### src/rtl/core/fpfi_pkg.sv
// ----------------------------------------------------------------------------
// fpfi_pkg
// Shared constants, types and control program of the fractional phase
// interpolator.
// ----------------------------------------------------------------------------
package fpfi_pkg;

    localparam int TAPS       = 8;
    localparam int PHASES     = 12;
    localparam int COEF_WORDS = 48;
    localparam int MAX_OUT    = 4;

    localparam int STEP_W     = 17;
    localparam int SPAN_W     = 26;
    localparam int POS_W      = 27;
    localparam int CNT_W      = 11;
    localparam int SMP_W      = 16;
    localparam int COEF_W     = 16;
    localparam int ADDR_W     = 6;
    localparam int ACC_W      = 32;
    localparam int TAP_W      = 3;
    localparam int NOUT_W     = 3;
    localparam int PHASE_W    = 4;
    localparam int ACT_W      = 2;
    localparam int CFG_ADDR_W = 2;
    localparam int CFG_DATA_W = 26;
    localparam int IN_DATA_W  = 40;
    localparam int FRAC_W     = 16;

    localparam logic [STEP_W-1:0]  STEP_MIN   = 17'd16384;
    localparam logic [STEP_W-1:0]  STEP_RESET = 17'd65536;
    localparam logic [CNT_W-1:0]   CNT_RESET  = 11'd8;
    localparam logic [CNT_W-1:0]   CNT_MAX    = 11'd2047;
    localparam logic [PHASE_W-1:0] PHASE_LAST = 4'(PHASES - 1);
    localparam logic [TAP_W-1:0]   TAP_LAST   = 3'(TAPS - 1);

    typedef enum logic [ACT_W-1:0] {
        ACT_LOAD  = 2'd0,
        ACT_PUSH  = 2'd1,
        ACT_START = 2'd2
    } t_action;

    typedef enum logic [CFG_ADDR_W-1:0] {
        CFG_STEP = 2'd0,
        CFG_SPAN = 2'd1
    } t_cfg_reg;

    typedef enum logic [2:0] {
        S_IDLE,
        S_CHECK,
        S_PHASE,
        S_MAC,
        S_DRAIN1,
        S_DRAIN2,
        S_ROUND
    } t_step;

    typedef enum logic [2:0] {
        J_NEXT,
        J_GOTO,
        J_ACCEPT,
        J_CHECK,
        J_TAPS
    } t_jump;

    typedef struct packed {
        logic  accept;
        logic  emit_chk;
        logic  phase_ld;
        logic  mac_rd;
        logic  round_ld;
        t_jump jump;
        t_step target;
    } t_ctrl;

    typedef struct packed {
        logic go;
        logic stall;
        logic cond;
        logic tap_last;
    } t_status;

    function automatic t_ctrl ucode(input t_step s);
        t_ctrl w;
        w        = '0;
        w.jump   = J_NEXT;
        w.target = S_IDLE;
        unique case (s)
            S_IDLE: begin
                w.accept = 1'b1;
                w.jump   = J_ACCEPT;
                w.target = S_CHECK;
            end
            S_CHECK: begin
                w.emit_chk = 1'b1;
                w.jump     = J_CHECK;
                w.target   = S_IDLE;
            end
            S_PHASE: begin
                w.phase_ld = 1'b1;
            end
            S_MAC: begin
                w.mac_rd = 1'b1;
                w.jump   = J_TAPS;
            end
            S_DRAIN1: begin
                w.jump = J_NEXT;
            end
            S_DRAIN2: begin
                w.jump = J_NEXT;
            end
            S_ROUND: begin
                w.round_ld = 1'b1;
                w.jump     = J_GOTO;
                w.target   = S_CHECK;
            end
            default: begin
                w.jump   = J_GOTO;
                w.target = S_IDLE;
            end
        endcase
        return w;
    endfunction

endpackage

### src/rtl/core/fpfi_sequencer.sv
// ----------------------------------------------------------------------------
// fpfi_sequencer
// Step counter over the control program with conditional jumps on datapath
// status.
// ----------------------------------------------------------------------------
module fpfi_sequencer (
    input  logic              i_clk,
    input  logic              i_rst_n,
    input  fpfi_pkg::t_status i_status,
    output fpfi_pkg::t_ctrl   o_ctrl
);
    import fpfi_pkg::*;

    t_step r_step;
    t_step n_step;
    t_step step_inc;
    t_ctrl ctrl;

    assign ctrl     = ucode(r_step);
    assign o_ctrl   = ctrl;
    assign step_inc = t_step'(r_step + 3'd1);

    always_comb begin
        n_step = r_step;
        unique case (ctrl.jump)
            J_NEXT:   n_step = step_inc;
            J_GOTO:   n_step = ctrl.target;
            J_ACCEPT: if (i_status.go) n_step = ctrl.target;
            J_CHECK: begin
                if (!i_status.stall) begin
                    n_step = i_status.cond ? step_inc : ctrl.target;
                end
            end
            J_TAPS:   if (i_status.tap_last) n_step = step_inc;
            default:  n_step = S_IDLE;
        endcase
    end

    always_ff @(posedge i_clk) begin
        if (!i_rst_n) begin
            r_step <= S_IDLE;
        end else begin
            r_step <= n_step;
        end
    end

endmodule

### src/rtl/core/fpfi_datapath.sv
// ----------------------------------------------------------------------------
// fpfi_datapath
// Sample window, coefficient memory, shared multiply-accumulate, read
// position, configuration registers and output register.
// ----------------------------------------------------------------------------
module fpfi_datapath (
    input  logic                                i_clk,
    input  logic                                i_rst_n,
    input  fpfi_pkg::t_ctrl                     i_ctrl,
    output fpfi_pkg::t_status                   o_status,
    input  logic                                s_axis_tvalid,
    output logic                                s_axis_tready,
    // action
    input  logic [fpfi_pkg::ACT_W-1:0]          s_axis_tuser,
    // coef_addr, coef_value, sample_in, zero pad
    input  logic [fpfi_pkg::IN_DATA_W-1:0]      s_axis_tdata,
    output logic                                m_axis_tvalid,
    input  logic                                m_axis_tready,
    // sample_out
    output logic [fpfi_pkg::SMP_W-1:0]          m_axis_tdata,
    output logic                                m_axis_tlast,
    input  logic                                i_cfg_valid,
    output logic                                o_cfg_ready,
    input  logic [fpfi_pkg::CFG_ADDR_W-1:0]     i_cfg_addr,
    input  logic [fpfi_pkg::CFG_DATA_W-1:0]     i_cfg_data
);
    import fpfi_pkg::*;

    localparam int RND_W = ACC_W + 1 - 15;

    logic                     s_acc;
    logic [ACT_W-1:0]         act;
    logic [ADDR_W-1:0]        in_addr;
    logic signed [COEF_W-1:0] in_coef;
    logic signed [SMP_W-1:0]  in_smp;

    logic [STEP_W-1:0]        r_stepq;
    logic [SPAN_W-1:0]        r_span;
    logic [STEP_W-1:0]        step_eff;

    logic signed [SMP_W-1:0]  r_win [TAPS];
    logic [CNT_W-1:0]         r_cnt;
    logic [POS_W-1:0]         r_pos;
    logic [NOUT_W-1:0]        r_nout;

    logic signed [COEF_W-1:0] r_coef_mem [COEF_WORDS];
    logic signed [COEF_W-1:0] r_coef;

    logic [PHASE_W-1:0]       r_phase;
    logic [FRAC_W+3:0]        ph_prod;
    logic [TAP_W-1:0]         r_tap;
    logic [TAP_W-1:0]         r_k_d;
    logic                     r_rd_v;
    logic                     r_mul_v;
    logic [PHASE_W-1:0]       rd_row;
    logic [1:0]               rd_col;
    logic [ADDR_W-1:0]        rd_addr;
    logic signed [ACC_W-1:0]  r_prod;
    logic [ACC_W-1:0]         r_acc;

    logic signed [ACC_W:0]    rnd_sum;
    logic signed [RND_W-1:0]  rnd_q;
    logic [SMP_W-1:0]         sat;
    logic [SMP_W-1:0]         r_res;
    logic                     r_pend;

    logic                     cond;
    logic                     stall;
    logic                     load_out;
    logic                     r_m_valid;
    logic [SMP_W-1:0]         r_m_data;
    logic                     r_m_last;

    assign s_axis_tready = i_ctrl.accept;
    assign o_cfg_ready   = 1'b1;
    assign s_acc         = s_axis_tvalid & i_ctrl.accept;
    assign act           = s_axis_tuser;
    assign in_addr       = s_axis_tdata[ADDR_W-1:0];
    assign in_coef       = s_axis_tdata[ADDR_W+COEF_W-1:ADDR_W];
    assign in_smp        = s_axis_tdata[ADDR_W+COEF_W+SMP_W-1:ADDR_W+COEF_W];

    assign step_eff = (r_stepq < STEP_MIN) ? STEP_MIN : r_stepq;

    // configuration registers
    always_ff @(posedge i_clk) begin
        if (!i_rst_n) begin
            r_stepq <= STEP_RESET;
            r_span  <= '0;
        end else if (i_cfg_valid) begin
            unique case (i_cfg_addr)
                CFG_STEP: r_stepq <= i_cfg_data[STEP_W-1:0];
                CFG_SPAN: r_span  <= i_cfg_data[SPAN_W-1:0];
                default: ;
            endcase
        end
    end

    // coefficient memory
    always_ff @(posedge i_clk) begin
        if (s_acc && act == ACT_LOAD && in_addr < ADDR_W'(COEF_WORDS)) begin
            r_coef_mem[in_addr] <= in_coef;
        end
        if (i_ctrl.mac_rd) begin
            r_coef <= r_coef_mem[rd_addr];
        end
    end

    // window, buffer count and read position
    assign ph_prod = {1'b0, r_pos[FRAC_W-1:0], 3'b000} + {2'b00, r_pos[FRAC_W-1:0], 2'b00};

    always_ff @(posedge i_clk) begin
        if (!i_rst_n) begin
            for (int i = 0; i < TAPS; i++) r_win[i] <= '0;
            r_cnt  <= CNT_RESET;
            r_pos  <= '0;
            r_nout <= '0;
            r_pend <= 1'b0;
        end else begin
            if (s_acc && act == ACT_PUSH) begin
                for (int i = 0; i < TAPS - 1; i++) r_win[i] <= r_win[i+1];
                r_win[TAPS-1] <= in_smp;
                if (r_cnt < CNT_MAX) r_cnt <= r_cnt + 1'b1;
            end
            if (s_acc && act == ACT_START) begin
                r_pos <= '0;
                r_cnt <= CNT_RESET;
            end
            if (o_status.go) begin
                r_nout <= '0;
                r_pend <= 1'b0;
            end else if (i_ctrl.round_ld) begin
                r_pos  <= r_pos + {{(POS_W-STEP_W){1'b0}}, step_eff};
                r_nout <= r_nout + 1'b1;
                r_pend <= 1'b1;
            end else if (load_out) begin
                r_pend <= 1'b0;
            end
        end
    end

    // tap addressing: first half row p, second half row 11-p reversed
    assign rd_row  = r_tap[TAP_W-1] ? (PHASE_LAST - r_phase) : r_phase;
    assign rd_col  = r_tap[TAP_W-1] ? ~r_tap[1:0] : r_tap[1:0];
    assign rd_addr = {rd_row, rd_col};

    always_ff @(posedge i_clk) begin
        if (!i_rst_n) begin
            r_tap   <= '0;
            r_rd_v  <= 1'b0;
            r_mul_v <= 1'b0;
        end else begin
            r_rd_v  <= i_ctrl.mac_rd;
            r_mul_v <= r_rd_v;
            if (i_ctrl.phase_ld) begin
                r_tap <= '0;
            end else if (i_ctrl.mac_rd) begin
                r_tap <= r_tap + 1'b1;
            end
        end
    end

    always_ff @(posedge i_clk) begin
        if (i_ctrl.phase_ld) begin
            r_phase <= ph_prod[FRAC_W+3:FRAC_W];
        end
        if (i_ctrl.mac_rd) begin
            r_k_d <= r_tap;
        end
        if (r_rd_v) begin
            r_prod <= r_win[r_k_d] * r_coef;
        end
        if (i_ctrl.phase_ld) begin
            r_acc <= '0;
        end else if (r_mul_v) begin
            r_acc <= r_acc + r_prod;
        end
        if (i_ctrl.round_ld) begin
            r_res <= sat;
        end
    end

    // round half up by 15, saturate to 16 bits
    assign rnd_sum = $signed({r_acc[ACC_W-1], r_acc}) + 33'sd16384;
    assign rnd_q   = rnd_sum[ACC_W:15];

    always_comb begin
        if (!rnd_q[RND_W-1] && rnd_q[RND_W-2:SMP_W-1] != '0) begin
            sat = {1'b0, {(SMP_W-1){1'b1}}};
        end else if (rnd_q[RND_W-1] && rnd_q[RND_W-2:SMP_W-1] != '1) begin
            sat = {1'b1, {(SMP_W-1){1'b0}}};
        end else begin
            sat = rnd_q[SMP_W-1:0];
        end
    end

    assign cond = (r_nout < NOUT_W'(MAX_OUT))
               && (r_pos < {1'b0, r_span})
               && (({1'b0, r_pos[POS_W-1:FRAC_W]} + (CNT_W+1)'(TAPS)) == {1'b0, r_cnt});

    assign stall    = r_pend & r_m_valid & ~m_axis_tready;
    assign load_out = i_ctrl.emit_chk & r_pend & ~stall;

    // output register
    always_ff @(posedge i_clk) begin
        if (!i_rst_n) begin
            r_m_valid <= 1'b0;
        end else if (load_out) begin
            r_m_valid <= 1'b1;
        end else if (m_axis_tready) begin
            r_m_valid <= 1'b0;
        end
    end

    always_ff @(posedge i_clk) begin
        if (load_out) begin
            r_m_data <= r_res;
            r_m_last <= ~cond;
        end
    end

    assign m_axis_tvalid = r_m_valid;
    assign m_axis_tdata  = r_m_data;
    assign m_axis_tlast  = r_m_last;

    assign o_status.go       = s_acc & (act == ACT_PUSH || act == ACT_START);
    assign o_status.stall    = stall;
    assign o_status.cond     = cond;
    assign o_status.tap_last = (r_tap == TAP_LAST);

endmodule

### src/rtl/core/fractional_phase_fir_interpolator_top.sv
// ----------------------------------------------------------------------------
// fractional_phase_fir_interpolator_top
// Eight-tap, twelve-phase fractional FIR interpolator over an upsampled
// sample stream.
//
// usage
//   s_axis carries one transaction per item: tuser selects load coefficient,
//   push sample or start batch; tdata holds coefficient address and value
//   and the sample. m_axis returns interpolated samples, tlast on an item's
//   last. the user must write cfg step and span only while idle, unenforced.
// processing
//   a load leaves s_axis ready for the next item; a push or start yields n
//   outputs (n up to 4). each output is 8 multiply-accumulates through the
//   one shared multiplier fed by the single-port coefficient memory, plus
//   phase, drain and rounding steps; the first output reaches m_axis after
//   the check, phase, tap, drain and round steps and a second check.
// reset
//   window cleared, count 8, position 0, step 65536, span 0; coefficients
//   must be loaded before use.
// stall
//   the output register holds one result; a later result waits in the
//   sequencer until it is taken, and s_axis stays not ready until the
//   last result of the item is in the output register.
// ----------------------------------------------------------------------------
module fractional_phase_fir_interpolator_top (
    input  logic                             i_clk,
    input  logic                             i_rst_n,
    input  logic                             s_axis_tvalid,
    output logic                             s_axis_tready,
    // action
    input  logic [fpfi_pkg::ACT_W-1:0]       s_axis_tuser,
    // coef_addr [5:0], coef_value [21:6], sample_in [37:22], zero pad
    input  logic [fpfi_pkg::IN_DATA_W-1:0]   s_axis_tdata,
    output logic                             m_axis_tvalid,
    input  logic                             m_axis_tready,
    // sample_out [15:0]
    output logic [fpfi_pkg::SMP_W-1:0]       m_axis_tdata,
    output logic                             m_axis_tlast,
    input  logic                             i_cfg_valid,
    output logic                             o_cfg_ready,
    input  logic [fpfi_pkg::CFG_ADDR_W-1:0]  i_cfg_addr,
    input  logic [fpfi_pkg::CFG_DATA_W-1:0]  i_cfg_data
);
    import fpfi_pkg::*;

    t_ctrl   ctrl;
    t_status status;

    fpfi_sequencer u_seq (
        .i_clk    (i_clk),
        .i_rst_n  (i_rst_n),
        .i_status (status),
        .o_ctrl   (ctrl)
    );

    fpfi_datapath u_dp (
        .i_clk         (i_clk),
        .i_rst_n       (i_rst_n),
        .i_ctrl        (ctrl),
        .o_status      (status),
        .s_axis_tvalid (s_axis_tvalid),
        .s_axis_tready (s_axis_tready),
        .s_axis_tuser  (s_axis_tuser),
        .s_axis_tdata  (s_axis_tdata),
        .m_axis_tvalid (m_axis_tvalid),
        .m_axis_tready (m_axis_tready),
        .m_axis_tdata  (m_axis_tdata),
        .m_axis_tlast  (m_axis_tlast),
        .i_cfg_valid   (i_cfg_valid),
        .o_cfg_ready   (o_cfg_ready),
        .i_cfg_addr    (i_cfg_addr),
        .i_cfg_data    (i_cfg_data)
    );

endmodule

### config.mk
export PLATFORM = sky130hd
export DESIGN_NAME = fractional_phase_fir_interpolator_top
export DESIGN_NICKNAME = d
export VERILOG_FILES = /design/src/rtl/core/fpfi_pkg.sv /design/src/rtl/core/fpfi_sequencer.sv /design/src/rtl/core/fpfi_datapath.sv /design/src/rtl/core/fractional_phase_fir_interpolator_top.sv
export SDC_FILE = /design/constraint.sdc
export NUM_CORES = 2
export LEC_CHECK = 0
export BUFFER_PORTS_ARGS = -buffer_cell sky130_fd_sc_hd__buf_2
export CELL_PAD_IN_SITES_DETAIL_PLACEMENT = 0
export CELL_PAD_IN_SITES_GLOBAL_PLACEMENT = 1
export CORE_UTILIZATION = 35
export CTS_CLUSTER_SIZE = 25
export DETAILED_ROUTE_END_ITERATION = 6
export PLACE_DENSITY = 0.63
export SLEW_MARGIN = 30
export SYNTH_ARGS = -nofsm -noshare
export SYNTH_HDL_FRONTEND = slang
export SYNTH_SLANG_ARGS = --single-unit
### constraint.sdc
create_clock -name i_clk -period 9.6 [get_ports i_clk]
set_input_delay 1.92 -clock i_clk [delete_from_list [all_inputs] [get_ports i_clk]]
set_output_delay 1.92 -clock i_clk [all_outputs]
set_load 0.01 [all_outputs]
Word level (Yosys, flattened, before mapping)
Memories as Yosys holds them, arrays and structs flattened. A register that Yosys moved wholly into a read port is not among the register bits.
Cells that the tools add are included.
- bits in registers: 198
- bits in latches: 0
- bits in writable memories: 896
- bits in read-only memories: 0
- input port bits: 75
- output and inout bits: 20
- word-level logic and storage cells: 138
- memories: 2
- memory list (name ; words ; bits a word ; rd ports ; clocked after memory_dff ; write ports ; RTL line ; RTL):
    u_dp.r_coef_mem ; 48 ; 16 ; 1 ; 1 ; 1 ; fpfi_datapath.sv:46 ; logic signed [COEF_W-1:0] r_coef_mem [COEF_WORDS];
    u_dp.r_win ; 8 ; 16 ; 8 ; 1 ; 8 ; fpfi_datapath.sv:41 ; logic signed [SMP_W-1:0] r_win [TAPS];
- add/sub/neg operators: 10
- $mul: 1
- divide/modulo/power cells: 0
- $lt $le $gt $ge: 5
- equality and inequality tests: 19
- shift-type cells: 0
- mux-type cells: 38
- bitwise gates (word level): 19
- reduce and logical (&&, ||, !) cells: 26
- operators by type and width (operator ; count):
    $mux W16 ; 9
    $mux W27 ; 3
    $add A32 B16 Y33 const B ; 1
    $add A32 B32 Y32 ; 1
    $mul A16 B16 Y32 ; 1
    $add A27 B17 Y27 ; 1
    $lt A27 B26 Y1 ; 1
    $add A19 B18 Y20 ; 1
    $lt A17 B15 Y1 const B ; 1
    $mux W17 ; 1
    $mux W1 ; 16
    $eq A3 B3 Y1 const B ; 5
    $mux W3 ; 5
    $pmux W3 S5 ; 1
    $add A11 B4 Y12 const B ; 1
    $eq A12 B11 Y1 ; 1
    $eq A3 B2 Y1 const B ; 4
    $pmux W3 S4 ; 1
    $add A11 B1 Y11 const B ; 1
    $lt A11 B11 Y1 const B ; 1
    $add A3 B1 Y3 const B ; 3
    $logic_and A1 B1 Y1 ; 8
    $ne A2 B2 Y1 const B ; 4
    $or A1 B1 Y1 ; 8
    other kinds (20) ; 39

Longest topological paths before layout
- depth after elaboration: 8
- mapped depth: 28
- depth with buffers taken out: 25

By module
Synthesis repeated with hierarchy kept, for this count alone.
- cells, all modules: 3864
- area total of the unflattened synthesis: 56820.7 um^2
- modules (own cells, without submodules) (module ; times used ; cells an instance ; area each (um^2) ; sequential area each (um^2)):
    fpfi_datapath ; 1 ; 3809 ; 56406.6 ; 32070.8
    fpfi_sequencer ; 1 ; 55 ; 414.1 ; 60.1

Least setup slack after synthesis
No wires, ideal clock.
- kind: register -> register
- from: reg (tool-made name)
- to: reg u_dp.r_prod[31], data pin
- setup time: 0.260 ns
- arrival: 7.181 ns
- data required time: 9.340 ns
- setup slack: 2.159 ns
- cell stages (with the launch flop): 25
- path buffers: 3
- clock period less this slack: 7.441 ns
- cells stage by stage: dfxtp_1 > clkbuf_1 > buf_2 > mux4_2 > mux2_2 > clkbuf_1 > nand2_1 > inv_1 > fa_1 > fa_1 > fa_1 > fa_1 > fa_1 > inv_1 > fa_1 > inv_1 > ha_1 > nand2_1 > or3_1 > nor3_1 > nor3_2 > o21ai_1 > a311o_1 > a21oi_1 > xnor2_1
- RTL lines (item ; RTL line ; RTL):
    end signal: assignment ; fpfi_datapath.sv:170 ; r_prod <= r_win[r_k_d] * r_coef;
    end: declaration ; fpfi_datapath.sv:58 ; logic signed [ACC_W-1:0] r_prod;

==> flow_summary.json <==
{
  "wl_mm": 129,
  "drt_iter0_drc": 2207,
  "critPathKind": "flop to flop",
  "grt_pass1_wl_mm": 201,
  "crit_top_cell": "fa_1",
  "critPathMaxStageDelay_ns": 0.95,
  "rrSetupSlack_ns": 1.55,
  "grt_use_total_pct": 16.2,
  "pin_count": 95,
  "overflow": 0,
  "crit_chain": "buf_4, mux4_2, mux2_2, nand2_1, inv_1, fa_1, fa_1, fa_1, fa_1, fa_1, inv_1, fa_1, inv_1, ha_1, nand2_1, or3_1, nor3_1, nor3_2, o21ai_1, a311o_1, a21oi_1, xnor2_1",
  "r2r_end": "u_dp.r_prod[31]$_DFFE_PP_",
  "startpoint_type": "flop",
  "layout_min_cycle_time_ns": 8.05,
  "drt_pass1_iterations": 5,
  "clk_latency_ns": 0.80,
  "setup_ws_ns": 1.55,
  "syn-cell-area_um2": 56700,
  "async_flop_share_pct": 0,
  "syn_to_final_growth_pct": 12.4,
  "numCtsBuffers": 115,
  "chipWidth_um": 404,
  "vias": 30800,
  "path_delay_family": "adder cells",
  "dp_hpwl_mm": 81.9,
  "final_cells": 6223,
  "finalPower_uw": 14700,
  "post_cts_resized": 0,
  "slew_headroom_pct": 35.0,
  "cp.arrival_ns": 8.52,
  "min_to": "u_dp.m_axis_tdata[11]$_DFFE_PP_",
  "synth_edf_count": 984,
  "dp_cells": 6006,
  "fp.coreArea_um2": 161000,
  "cts_tree": "yes",
  "clockBufferDepth": 3,
  "gp_congestion": 0.786,
  "hold_viol_final": 0,
  "nNetsFinal": 4489,
  "wl_per_cell_um": 20.8,
  "postSynthAreaPerCell_um2": 14.8,
  "cap_violations": 0,
  "tns_ns": 0,
  "rows": 147,
  "run_status": "complete, no violations",
  "hold_path.class": "flop to flop",
  "htree_levels": 3,
  "place_ws_ns": 1.50,
  "clockRootBuffer": "clkbuf_16",
  "final.setup_skew_ns": 0.0856,
  "cts_hold_buffers": 0,
  "drc": 0,
  "dieHeight_um": 404,
  "yosysSeqAreaShare_pct": 56.7,
  "dieArea_um2": 163000,
  "fmax_mhz": 124,
  "p_per_area_nw_per_um2": 231,
  "vias_per_cell": 4.95,
  "rsz0062_at_grt": "false",
  "critical_path_required_ns": 10.07,
  "hp-start": "u_dp.r_res[11]$_SDFFCE_PP1P_",
  "cts_setup_buffers": 0,
  "crit_path_end_kind": "flop",
  "peakVddDrop_mv": 0.250,
  "finalCritPeriodShare_pct": 83.9,
  "rr_worst_depth": 22,
  "min_path_cells": 0,
  "ys_seq_elements": 1113,
  "worst-slew-pin-transition_ns": 0.975,
  "io_buffer_count": 91,
  "drv_slew": 0,
  "final_util_pct": 39.7,
  "setup_viol": 0,
  "antenna_found_initial": 6,
  "yosys_most_used_dff": "edfxtp_1",
  "path_clk_slew_ns": 0.06,
  "leakagePower_uw": 0.0232,
  "slowest_stage": "fa_1",
  "grt_pass1_vias": 33000,
  "yosys_warnings": 0,
  "grt_max_degree": 112,
  "cts.sinks": 1113,
  "worstPathMaxFanout": 22,
  "syn_nets": 4360,
  "postRouteAntennaNets": 0,
  "antennaDiodeCount": 0,
  "start_util_pct": 35.3,
  "syn_inst": 3834,
  "cp.buffers_inverters": 4,
  "drive_above_1_share_pct": 16.5,
  "netlist-cell-type-count": 82
}
## worst max path at each step
stage	depth (start not counted)	slack, ns	to
5_1_grt	22	1.02	u_dp.r_prod[31]$_DFFE_PP_
2_1_floorplan	24	2.16	u_dp.r_prod[31]$_DFFE_PP_
4_1_cts	22	1.47	u_dp.r_prod[31]$_DFFE_PP_
6_report	22	1.55	u_dp.r_prod[31]$_DFFE_PP_
3_5_place_dp	22	1.50	u_dp.r_prod[31]$_DFFE_PP_
3_3_place_gp	22	1.54	u_dp.r_prod[31]$_DFFE_PP_
## stage by stage
step / hold WS [ns] / area [um^2]
final: 0.415 / 63700
after global routing: 0.426 / 63700
after CTS: 0.417 / 63700
after detailed placement: 0.405 / 60000
after global placement: 0.409 / 59900
after floorplan: 0.400 / 56700
## cells by family (layout without fill, tap and decap cells)
family,count (synthesis),in the layout,synth area share [%]
xor gates and xnor gates,115,115,1.78
DFF,1113,1113,56.7
AOI/OAI and AO/OA,389,389,4.57
muxes,327,327,11.8
other,1,1,0.00662
and+or+nand+nor,935,935,8.25
buffers and inverters,503,732,3.41
adders and majority gates,451,451,13.5
## layout make-up
class	count	area, um^2
Fill cell	14900	96900
Multi-Input combinational cell	2218	22700
Timing Repair Buffer	172	1120
Sequential cell	1113	32100
Clock buffer	143	2990
Inverter	343	1290
Clock inverter	74	726
Tap cell	2160	2700
## cells in the mapped netlist, drive strengths merged, types with 6 or more instances
master | number | area (um^2)
edfxtp | 984 | 29500
and3 | 18 | 113
a22oi | 12 | 90.1
a21oi | 97 | 489
mux2i | 39 | 390
a21boi | 50 | 375
o21bai | 6 | 45.0
fa | 264 | 5290
a211oi | 15 | 113
o211ai | 10 | 75.1
a21o | 36 | 270
o21a | 20 | 151
a31oi | 14 | 106
and2 | 228 | 1430
nor2 | 180 | 676
a31o | 6 | 52.6
dfxtp | 129 | 2580
o31ai | 9 | 91.3
nand3b | 8 | 60.1
or3 | 7 | 43.8
nand2 | 286 | 1070
clkbuf | 122 | 459
buf | 38 | 183
mux4 | 272 | 6130
mux2 | 16 | 180
nand3 | 35 | 175
ha | 187 | 2340
xor2 | 37 | 324
nor2b | 80 | 503
nand2b | 33 | 206
nor3 | 21 | 110
nand4 | 12 | 75.1
inv | 342 | 1280
o21ai | 80 | 404
xnor2 | 78 | 683
## sequential cells by signal, indices dropped and copies added (netlist names), 4 cells and up, named ones only
name,cells
u_dp.r_stepq,17
u_dp.r_win,128
u_dp.r_acc,32
u_dp.r_span,26
u_dp.r_pos,27
u_dp.r_prod,32
u_dp.r_phase,4
u_dp.m_axis_tdata,16
u_dp.r_coef,16
u_dp.r_cnt,11
u_dp.r_res,16
u_dp.r_coef_mem,768
## worst register-to-register path, delay by kind of cell, from the launching register on
family	cells	cell delay [ns]
adders and majority gates	7	4.01
and+or+nand+nor	5	1.09
muxes	2	1.02
buffers and inverters	4	0.61
AOI/OAI and AO/OA	3	0.59
DFF	1	0.31
xor gates and xnor gates	1	0.13
## where the power goes
part / internal (uW) / total [uW] / switching [uW] / leakage (uW)
registers: 5580 / 5660 / 81.8 / 0.0101
clock network: 2440 / 4390 / 1950 / 0.00179
logic: 2000 / 4650 / 2650 / 0.0114
## layout by cell type (no fill, tap or decap), types with 27 or more instances in the layout
cell type    n
edfxtp_1   984
inv_1      341
nand2_1    285
mux4_2     272
fa_1       264
and2_1     228
ha_1       187
nor2_1     175
dfxtp_1    126
clkbuf_16  115
a21oi_1     96
buf_2       85
buf_4       82
nor2b_1     79
o21ai_0     75
xnor2_1     75
a21boi_0    49
mux2i_1     38
a21o_1      36
nand3_1     35
xor2_1      35
nand2b_1    33
clkinv_1    31
clkbuf_1    27
## routing by layer
| metal | up-vias | share of wire [%] | track usage [%] |
|---|---|---|---|
| li1 | 14100 | - | - |
| met1 | 15900 | 45 | 21.8 |
| met2 | 541 | 49 | 27.5 |
| met3 | 151 | 3.9 | 2.34 |
| met4 | 10 | 2.1 | 4.15 |
| met5 | - | 0.052 | 0 |
Note: power is estimated with default switching activity, not from simulation.
